<file path="config.mk">
export PLATFORM = sky130hd
export DESIGN_NAME = ultrasonic_range_controller_unit_flat
export DESIGN_NICKNAME = d
export VERILOG_FILES = /design/src/rtl/core/urc_pkg.sv /design/src/rtl/core/urc_if.sv /design/src/rtl/core/urc_cfg.sv /design/src/rtl/core/urc_tick.sv /design/src/rtl/core/urc_reply.sv /design/src/rtl/core/ultrasonic_range_controller_unit.sv /design/src/flat_wrapper.sv
export SDC_FILE = /design/constraint.sdc
export NUM_CORES = 1
export LEC_CHECK = 0
export ABC_AREA = 1
export BUFFER_PORTS_ARGS = -buffer_cell sky130_fd_sc_hd__buf_2
export CAP_MARGIN = 10
export CORE_AREA = 8 8 138 140
export CTS_BUF_LIST = sky130_fd_sc_hd__clkbuf_8 sky130_fd_sc_hd__clkbuf_16
export DETAILED_ROUTE_END_ITERATION = 8
export DIE_AREA = 0 0 146 148
export PLACE_DENSITY = 0.56
export SKIP_CTS_REPAIR_TIMING = 1
export SYNTH_ARGS = -nofsm -noshare
export SYNTH_HDL_FRONTEND = slang
export SYNTH_HIERARCHICAL = 1
export SYNTH_SLANG_ARGS = --single-unit
</file>
<file path="constraint.sdc">
create_clock -name clk_i -period 3.4 [get_ports clk_i]
set_input_delay 0.34 -clock clk_i [delete_from_list [all_inputs] [get_ports clk_i]]
set_output_delay 0.34 -clock clk_i [all_outputs]
set_load 0.1 [all_outputs]
</file>
<file path="src/rtl/core/urc_pkg.sv">
// ----------------------------------------------------------------------------
// urc_pkg: shared types and constants for the ultrasonic range controller
// Payload structs, configuration register map and protocol byte codes.
// ----------------------------------------------------------------------------
`default_nettype none

package urc_pkg;

  // Echo counter width (8..16) and the reported count width.
  localparam int unsigned CountBits = 16;
  localparam int unsigned CountOutW = 16;

  // APB register map, index = paddr[2].
  localparam int unsigned AddrW    = 3;
  localparam logic        RegMaxCount    = 1'b0;
  localparam logic        RegTriggerTicks = 1'b1;

  localparam logic [15:0] MaxCountReset     = 16'd1520;
  localparam logic [7:0]  TriggerTicksReset = 8'd1;

  // Command protocol bytes.
  localparam logic [7:0] HdrByte  = 8'hFF;
  localparam logic [7:0] CmdStart = 8'h05;

  typedef logic [CountOutW-1:0] cnt_t;

  typedef struct packed {
    logic       byte_valid;
    logic [7:0] rx_byte;
    logic       echo;
  } in_item_t;

  typedef struct packed {
    logic       trigger;
    logic       tx_valid;
    logic [7:0] tx_byte;
    logic       last;
  } out_item_t;

  typedef struct packed {
    logic [15:0] max_count;
    logic [7:0]  trigger_ticks;
  } cfg_t;

  // Per-tick outcome handed from the tick logic to the reply sequencer.
  typedef struct packed {
    logic trig;
    logic send;
    cnt_t count;
  } tick_res_t;

endpackage

`default_nettype wire

</file>
<file path="src/rtl/core/urc_if.sv">
// ----------------------------------------------------------------------------
// urc_if: valid/ready stream interfaces of the range controller
// One interface for the tick items, one for the reply items.
// ----------------------------------------------------------------------------
`default_nettype none

interface urc_in_if;
  logic               valid;
  logic               ready;
  urc_pkg::in_item_t  data;

  modport source (output valid, output data, input ready);
  modport sink   (input valid, input data, output ready);
endinterface

interface urc_out_if;
  logic               valid;
  logic               ready;
  urc_pkg::out_item_t data;

  modport source (output valid, output data, input ready);
  modport sink   (input valid, input data, output ready);
endinterface

`default_nettype wire

</file>
<file path="src/rtl/core/urc_cfg.sv">
// ----------------------------------------------------------------------------
// urc_cfg: APB configuration registers
// Holds max_count and trigger_ticks; zero-wait writes and reads.
// ----------------------------------------------------------------------------
`default_nettype none

module urc_cfg (
  input  logic                      clk_i,
  input  logic                      rst_ni,
  input  logic                      psel,
  input  logic                      penable,
  input  logic                      pwrite,
  input  logic [urc_pkg::AddrW-1:0] paddr,
  input  logic [31:0]               pwdata,
  output logic [31:0]               prdata,
  output logic                      pready,
  output urc_pkg::cfg_t             cfg_o
);

  logic        wr_en;
  logic        idx;
  logic [15:0] max_count_q;
  logic [15:0] max_count_d;
  logic [7:0]  trig_ticks_q;
  logic [7:0]  trig_ticks_d;

  assign pready = 1'b1;
  assign wr_en  = psel && penable && pwrite;
  assign idx    = paddr[2];

  always_comb begin
    max_count_d  = max_count_q;
    trig_ticks_d = trig_ticks_q;
    if (wr_en) begin
      case (idx)
        urc_pkg::RegMaxCount:     max_count_d  = pwdata[15:0];
        urc_pkg::RegTriggerTicks: trig_ticks_d = pwdata[7:0];
        default: ;
      endcase
    end
  end

  always_ff @(posedge clk_i or negedge rst_ni) begin
    if (!rst_ni) begin
      max_count_q  <= urc_pkg::MaxCountReset;
      trig_ticks_q <= urc_pkg::TriggerTicksReset;
    end else begin
      max_count_q  <= max_count_d;
      trig_ticks_q <= trig_ticks_d;
    end
  end

  always_comb begin
    case (idx)
      urc_pkg::RegMaxCount:     prdata = {16'd0, max_count_q};
      urc_pkg::RegTriggerTicks: prdata = {24'd0, trig_ticks_q};
      default:                  prdata = 32'd0;
    endcase
  end

  assign cfg_o = '{max_count: max_count_q, trigger_ticks: trig_ticks_q};

endmodule

`default_nettype wire

</file>
<file path="src/rtl/core/urc_tick.sv">
// ----------------------------------------------------------------------------
// urc_tick: per-tick state update
// Echo timing, trigger pulse and command parser, advanced once per transfer.
// ----------------------------------------------------------------------------
`default_nettype none

module urc_tick #(
  parameter int unsigned COUNT_BITS = urc_pkg::CountBits
) (
  input  logic                clk_i,
  input  logic                rst_ni,
  input  logic                fire_i,
  input  urc_pkg::in_item_t   item_i,
  input  urc_pkg::cfg_t       cfg_i,
  output urc_pkg::tick_res_t  res_o
);

  localparam logic [COUNT_BITS-1:0] CountMax = {COUNT_BITS{1'b1}};

  logic                  prev_hdr_q, prev_hdr_d;
  logic                  hdr_seen_q, hdr_seen_d;
  logic                  start_req_q, start_req_d;
  logic [7:0]            trig_left_q, trig_left_d;
  logic                  armed_q, armed_d;
  logic                  measuring_q, measuring_d;
  logic [COUNT_BITS-1:0] ticks_q, ticks_d;
  logic [COUNT_BITS-1:0] ticks_inc;
  logic [7:0]            trig_left_tmp;

  always_comb begin
    prev_hdr_d    = prev_hdr_q;
    hdr_seen_d    = hdr_seen_q;
    start_req_d   = start_req_q;
    armed_d       = armed_q;
    measuring_d   = measuring_q;
    ticks_d       = ticks_q;
    res_o         = '0;
    ticks_inc     = (ticks_q == CountMax) ? ticks_q : ticks_q + 1'b1;
    trig_left_tmp = trig_left_q;
    trig_left_d   = trig_left_q;

    // echo phase
    if (measuring_q) begin
      ticks_d = ticks_inc;
      if (!item_i.echo) begin
        measuring_d = 1'b0;
        ticks_d     = '0;
        if (urc_pkg::cnt_t'(ticks_inc) <= cfg_i.max_count) begin
          res_o.send  = 1'b1;
          res_o.count = urc_pkg::cnt_t'(ticks_inc);
        end
      end
    end else if (armed_q && item_i.echo) begin
      armed_d     = 1'b0;
      measuring_d = 1'b1;
      ticks_d     = '0;
    end

    // trigger phase
    if (trig_left_q == 8'd0 && start_req_q) begin
      trig_left_tmp = (cfg_i.trigger_ticks == 8'd0) ? 8'd1 : cfg_i.trigger_ticks;
      start_req_d   = 1'b0;
    end
    trig_left_d = trig_left_tmp;
    if (trig_left_tmp != 8'd0) begin
      res_o.trig  = 1'b1;
      trig_left_d = trig_left_tmp - 8'd1;
      if (trig_left_tmp == 8'd1) begin
        armed_d = 1'b1;
      end
    end

    // command parser
    if (item_i.byte_valid) begin
      if (hdr_seen_q) begin
        if (item_i.rx_byte == urc_pkg::CmdStart) begin
          start_req_d = 1'b1;
        end
        hdr_seen_d = 1'b0;
        prev_hdr_d = 1'b0;
      end else if (item_i.rx_byte == urc_pkg::HdrByte && prev_hdr_q) begin
        hdr_seen_d = 1'b1;
        prev_hdr_d = 1'b0;
      end else begin
        prev_hdr_d = (item_i.rx_byte == urc_pkg::HdrByte);
      end
    end
  end

  always_ff @(posedge clk_i or negedge rst_ni) begin
    if (!rst_ni) begin
      prev_hdr_q  <= 1'b0;
      hdr_seen_q  <= 1'b0;
      start_req_q <= 1'b0;
      trig_left_q <= 8'd0;
      armed_q     <= 1'b0;
      measuring_q <= 1'b0;
      ticks_q     <= '0;
    end else if (fire_i) begin
      prev_hdr_q  <= prev_hdr_d;
      hdr_seen_q  <= hdr_seen_d;
      start_req_q <= start_req_d;
      trig_left_q <= trig_left_d;
      armed_q     <= armed_d;
      measuring_q <= measuring_d;
      ticks_q     <= ticks_d;
    end
  end

endmodule

`default_nettype wire

</file>
<file path="src/rtl/core/urc_reply.sv">
// ----------------------------------------------------------------------------
// urc_reply: result register and reply sequencer
// Emits one plain item per tick, or the four-byte reply frame.
// ----------------------------------------------------------------------------
`default_nettype none

module urc_reply (
  input  logic               clk_i,
  input  logic               rst_ni,
  input  logic               load_i,
  input  urc_pkg::tick_res_t res_i,
  output logic               free_o,
  urc_out_if.source          out
);

  logic               busy_q, busy_d;
  logic [1:0]         beat_q, beat_d;
  urc_pkg::tick_res_t res_q;
  logic               out_fire;
  logic               last_beat;

  assign last_beat = !res_q.send || (beat_q == 2'd3);
  assign out_fire  = out.valid && out.ready;
  assign free_o    = !busy_q || (out_fire && last_beat);

  assign out.valid         = busy_q;
  assign out.data.trigger  = res_q.trig;
  assign out.data.tx_valid = res_q.send;
  assign out.data.last     = last_beat;

  always_comb begin
    out.data.tx_byte = 8'd0;
    if (res_q.send) begin
      case (beat_q)
        2'd0, 2'd1: out.data.tx_byte = urc_pkg::HdrByte;
        2'd2:       out.data.tx_byte = res_q.count[15:8];
        default:    out.data.tx_byte = res_q.count[7:0];
      endcase
    end
  end

  always_comb begin
    busy_d = busy_q;
    beat_d = beat_q;
    if (load_i) begin
      busy_d = 1'b1;
      beat_d = 2'd0;
    end else if (out_fire) begin
      if (last_beat) begin
        busy_d = 1'b0;
      end else begin
        beat_d = beat_q + 2'd1;
      end
    end
  end

  always_ff @(posedge clk_i or negedge rst_ni) begin
    if (!rst_ni) begin
      busy_q <= 1'b0;
      beat_q <= 2'd0;
    end else begin
      busy_q <= busy_d;
      beat_q <= beat_d;
    end
  end

  always_ff @(posedge clk_i) begin
    if (load_i) begin
      res_q <= res_i;
    end
  end

endmodule

`default_nettype wire

</file>
<file path="src/rtl/core/ultrasonic_range_controller_unit.sv">
// ----------------------------------------------------------------------------
// ultrasonic_range_controller_unit: ultrasonic echo-pulse ranging controller
// Parses FF FF 05 start commands, pulses the trigger, times the echo and
// returns the frame FF FF high low for in-range echoes.
// ----------------------------------------------------------------------------
//
//  port      direction  beat                         results per transfer
//  --------  ---------  ---------------------------  --------------------
//  in_i      sink       byte_valid, rx_byte, echo    -
//  out_o     source     trigger, tx_valid, tx_byte,  1, or 4 with a frame
//                       last
//  apb       slave      max_count, trigger_ticks     -
//
//  An input transfer updates the tick state in the same edge and loads the
//  result register; its first result appears on out_o the next cycle.
//  A tick that sends a frame occupies out_o for four beats, so the next input
//  is taken with the transfer of the frame's last beat.
//  in_i.ready stays high while the result register is empty or its last
//  beat transfers, so a stalled out_o holds input back after one tick.
//  rst_ni clears all control state asynchronously; registers load defaults.
// ----------------------------------------------------------------------------
`default_nettype none

module ultrasonic_range_controller_unit #(
  parameter int unsigned COUNT_BITS = urc_pkg::CountBits
) (
  input  logic                      clk_i,
  input  logic                      rst_ni,
  urc_in_if.sink                    in_i,
  urc_out_if.source                 out_o,
  input  logic                      psel,
  input  logic                      penable,
  input  logic                      pwrite,
  input  logic [urc_pkg::AddrW-1:0] paddr,
  input  logic [31:0]               pwdata,
  output logic [31:0]               prdata,
  output logic                      pready
);

  urc_pkg::cfg_t      cfg;
  urc_pkg::tick_res_t tick_res;
  logic               reply_free;
  logic               in_fire;

  // Take a new tick whenever the result register can be reloaded.
  assign in_i.ready = reply_free;
  assign in_fire    = in_i.valid && reply_free;

  urc_cfg u_cfg (
    .clk_i   (clk_i),
    .rst_ni  (rst_ni),
    .psel    (psel),
    .penable (penable),
    .pwrite  (pwrite),
    .paddr   (paddr),
    .pwdata  (pwdata),
    .prdata  (prdata),
    .pready  (pready),
    .cfg_o   (cfg)
  );

  // Echo, trigger and parser state; advance only on an input transfer.
  urc_tick #(
    .COUNT_BITS (COUNT_BITS)
  ) u_tick (
    .clk_i  (clk_i),
    .rst_ni (rst_ni),
    .fire_i (in_fire),
    .item_i (in_i.data),
    .cfg_i  (cfg),
    .res_o  (tick_res)
  );

  // Hold the tick outcome and drain it as one or four output beats.
  urc_reply u_reply (
    .clk_i  (clk_i),
    .rst_ni (rst_ni),
    .load_i (in_fire),
    .res_i  (tick_res),
    .free_o (reply_free),
    .out    (out_o)
  );

endmodule

`default_nettype wire

</file>
<file path="src/flat_wrapper.sv">
// flat-port wrapper written by rule: the top's interface ports become plain ports
module ultrasonic_range_controller_unit_flat 
#(
  parameter int unsigned COUNT_BITS = urc_pkg::CountBits
)
  (clk_i, rst_ni, psel, penable, pwrite, paddr, pwdata, prdata, pready, in_i_valid, in_i_data, in_i_ready, out_o_valid, out_o_data, out_o_ready);
  urc_in_if in_i_i ();
  urc_out_if out_o_i ();
  input  logic clk_i;
  input  logic rst_ni;
  input  logic psel;
  input  logic penable;
  input  logic pwrite;
  input  logic [urc_pkg::AddrW-1:0] paddr;
  input  logic [31:0] pwdata;
  output logic [31:0] prdata;
  output logic pready;
  input wire logic [$bits(in_i_i.valid)-1:0] in_i_valid;
  input wire logic [$bits(in_i_i.data)-1:0] in_i_data;
  output wire logic [$bits(in_i_i.ready)-1:0] in_i_ready;
  output wire logic [$bits(out_o_i.valid)-1:0] out_o_valid;
  output wire logic [$bits(out_o_i.data)-1:0] out_o_data;
  input wire logic [$bits(out_o_i.ready)-1:0] out_o_ready;
  assign in_i_i.valid = in_i_valid;
  assign in_i_i.data = in_i_data;
  assign in_i_ready = in_i_i.ready;
  assign out_o_valid = out_o_i.valid;
  assign out_o_data = out_o_i.data;
  assign out_o_i.ready = out_o_ready;
  ultrasonic_range_controller_unit #(.COUNT_BITS(COUNT_BITS)) u_core (.clk_i(clk_i), .rst_ni(rst_ni), .in_i(in_i_i), .out_o(out_o_i), .psel(psel), .penable(penable), .pwrite(pwrite), .paddr(paddr), .pwdata(pwdata), .prdata(prdata), .pready(pready));
endmodule
</file>
==> impl_metrics.env <==
export IMPL_finalSetupViolCount=0
export IMPL_grt_use_total_pct=11.1
export IMPL_syn_area_sq_mm=0.00496
export IMPL_antenna_left=0
export IMPL_htreeDepth=3
export IMPL_wl_per_cell_microns=12.2
export IMPL_chipWidth_microns=146
export IMPL_worstSetupPathType="flip-flop to flip-flop"
export IMPL_max_stage_delay_ns=0.44
export IMPL_startpoint_type="flip-flop"
export IMPL_core_area_sq_mm=0.0169
export IMPL_pin_count=98
export IMPL_worstPathArrival_ns=3.15
export IMPL_slew_viol_final=0
export IMPL_first_pass_iters=4
export IMPL_rsz0062_at_grt="no"
export IMPL_crit_family="simple AND/OR/NAND/NOR gates"
export IMPL_synth_cells=670
export IMPL_end_kind="flip-flop"
export IMPL_setup_tns_ns=0
export IMPL_tightestPinTransition_ns=0.921
export IMPL_num_antenna_cells=0
export IMPL_fin_crit_ns=3.08
export IMPL_cpMostUsedCell="nand2_1"
export IMPL_dr_total_vias=4191
export IMPL_die_h_microns=148
export IMPL_power_density_mw_per_mm2=783
export IMPL_crit_fanout=17
export IMPL_initialDrtViolationCount=205
export IMPL_min_delay_path_class="input port to asynchronous set/reset pin"
export IMPL_grt_antenna_before_repair=0
export IMPL_cts_root_to_sink_buffers=2
export IMPL_start_util_pct=29.3
export IMPL_status="finished, final reports clean"
export IMPL_place_worst_setup_slack_ns=0.347
export IMPL_crit_slowest_cell="o21ai_0"
export IMPL_portBuffers=62
export IMPL_vias_per_cell=4.36
export IMPL_rows=48
export IMPL_leakage_uw=0.00304
export IMPL_worstReg2RegStart="u_core/u_tick/ticks_q[1]$_DFFE_PN0P_"
export IMPL_insertion_delay_ns=0.33
export IMPL_syn_area_per_cell_sq_um=7.41
export IMPL_cp_startpoint="u_core/u_tick/ticks_q[1]$_DFFE_PN0P_"
export IMPL_cap_viol_max_count=0
export IMPL_drc_errors=0
export IMPL_fin_skew_ns=0.00475
export IMPL_area_growth_pct=15.3
export IMPL_grt_ovfl_total=0
export IMPL_worst_path_buf_inv=3
export IMPL_relSlewSlack_pct=38.6
export IMPL_cts_num_sinks=74
export IMPL_grt_pass1_vias=4077
export IMPL_grt_pass1_wl_mm=20.0
export IMPL_cts_tree="yes"
export IMPL_path_cells="ha_1 -> nand2_1 -> inv_2 -> nand2_4 -> nor2_8 -> nand4_4 -> o21ai_0 -> inv_1 -> ha_1 -> a21oi_1 -> o21ai_0 -> nand2_1 -> o211ai_1 -> nand2_1 -> nand2_1 -> nand2_1 -> nand2_1 -> buf_12 -> nor2_1"
export IMPL_ys_warn_count=6
export IMPL_wirelength_mm=11.7
export IMPL_dieArea_sq_mm=0.0216
export IMPL_numCtsBuffers=9
export IMPL_ir_drop_uv=355
export IMPL_ys_seq_area_share_pct=39.3
export IMPL_gp_congestion=0.852
export IMPL_path_clk_slew_ns=0.06
export IMPL_final_nets=806
export IMPL_fmax_mhz=325
export IMPL_grt_max_degree=41
export IMPL_fin_ws_ns=0.319
export IMPL_cts_root_buf="clkbuf_16"
export IMPL_dp_hpwl_mm=9.05
export IMPL_yosysUniqueCellTypes=44
export IMPL_hold_violations=0
export IMPL_min_period_over_period_pct=90.6
export IMPL_cp_required_ns=3.47
export IMPL_synth_seq_cells=74
export IMPL_drive_above_1_share_pct=18.5
report_power, final:
group          total [uW]  internal [uW]  switching, uW
logic                2240            541           1700
registers            1320           1150            166
clock network         927            577            350
total                4480           2270           2210
logic make-up after synthesis:
group,after synthesis,share of synthesized area [%]
flops,74,39.3
simple gates,373,34.2
buf+inv,142,13.3
compound gates,47,5.49
other cells,2,0.151
fa+ha+maj,23,5.80
xor+xnor,9,1.74
cell usage in the layout (no fill, tap or decap), types with 8 or more instances in the layout:
cell type and count:
a21oi_1 10, buf_2 62, clkbuf_16 9, conb_1 17, dfrtp_1 48, edfxtp_1 18, ha_1 23, inv_1 100
inv_2 8, nand2_1 192, nand2_2 9, nand3_1 55, nand4_1 9, nor2_1 77, o21ai_0 12, o21ai_1 10
cell type report:
class                           count  area (sq um)
Fill cell                        1829         11200
Multi-Input combinational cell    469          2420
Sequential cell                    74          1950
Inverter                          107           404
Timing Repair Buffer               70           383
Tap cell                          225           282
Clock buffer                       10           239
Clock inverter                      6          51.3
metrics by stage:
stage          utilization (%)  hold slack [ns]  power, uW  area (sq um)  std cells
4_1_cts                   33.8            0.182       4530          5730        961
5_1_grt                   33.8            0.224       4820          5730        961
3_5_place_dp              32.1            0.463       3580          5440        945
6_report                  33.8            0.145       4480          5730        961
3_3_place_gp              32.1            0.460       3570          5440        945
2_1_floorplan                -           0.0444       3160          5030        685
final timing paths:
| kind | end | slack (ns) | depth (start not counted) |
|---|---|---|---|
| max | u_core/u_reply/res_q[10]$_DFFE_PP_ | 0.32 | 19 |
| min | u_core/u_cfg/max_count_q[13]$_DFFE_PN0P_ | 0.14 | 1 |
| max reg2reg | u_core/u_reply/res_q[10]$_DFFE_PP_ | 0.32 | 19 |
| min reg2reg | u_core/u_cfg/max_count_q[5]$_DFFE_PN1P_ | 0.47 | 2 |
| max in group asynchronous | u_core/u_tick/trig_left_q[3]$_DFFE_PN0P_ | 2.54 | 2 |
| min in group clk_i | u_core/u_cfg/max_count_q[10]$_DFFE_PN1P_ | 0.22 | 3 |
cells in the mapped netlist, drive strengths merged:
library cell / count / area share, %
nand2: 202 / 16
inv: 106 / 8.1
nor2: 87 / 7.9
nand3: 60 / 6.6
dfrtp: 49 / 25
buf: 33 / 5.0
o21ai: 26 / 2.9
ha: 23 / 5.8
edfxtp: 18 / 11
a21oi: 11 / 1.2
nand4: 11 / 2.0
xor2: 8 / 1.6
dfstp: 7 / 3.7
o22ai: 7 / 0.88
nor3: 4 / 0.40
nand3b: 3 / 0.45
clkbuf: 2 / 0.18
conb: 2 / 0.15
nor4: 2 / 0.25
a32o: 1 / 0.20
and2: 1 / 0.13
clkinv: 1 / 0.076
nor3b: 1 / 0.38
o211ai: 1 / 0.15
o21bai: 1 / 0.15
or2: 1 / 0.13
or3b: 1 / 0.18
xnor2: 1 / 0.18
state kept, by name, summed over array words and instances (netlist names), 2 cells and up:
register                   cells
u_core/u_cfg/max_count_q      16
u_core/u_reply/res_q          16
u_core/u_tick/ticks_q         16
u_core/u_cfg/trig_ticks_q      8
u_core/u_tick/trig_left_q      8
u_core/u_reply/beat_q          2
u_core/u_reply/out.data        2
worst reg2reg max path, cell delays in order, from the launching register on:
cell	delay, ns
dfrtp_1	0.39
ha_1	0.18
nand2_1	0.08
inv_2	0.09
nand2_4	0.08
nor2_8	0.15
nand4_4	0.17
o21ai_0	0.44
inv_1	0.09
ha_1	0.30
a21oi_1	0.06
o21ai_0	0.14
nand2_1	0.07
o211ai_1	0.08
nand2_1	0.07
nand2_1	0.05
nand2_1	0.07
nand2_1	0.11
buf_12	0.15
nor2_1	0.05
routing by layer:
| layer | vias up | global-route usage [%] | wire [microns] |
|---|---|---|---|
| met5 | - | 0 | 0 |
| met4 | 0 | 2.78 | 97 |
| met3 | 8 | 2.75 | 605 |
| met2 | 103 | 16.4 | 4810 |
| met1 | 1894 | 15.9 | 6180 |
| li1 | 2186 | - | - |
(Power assumes the default switching activity.)
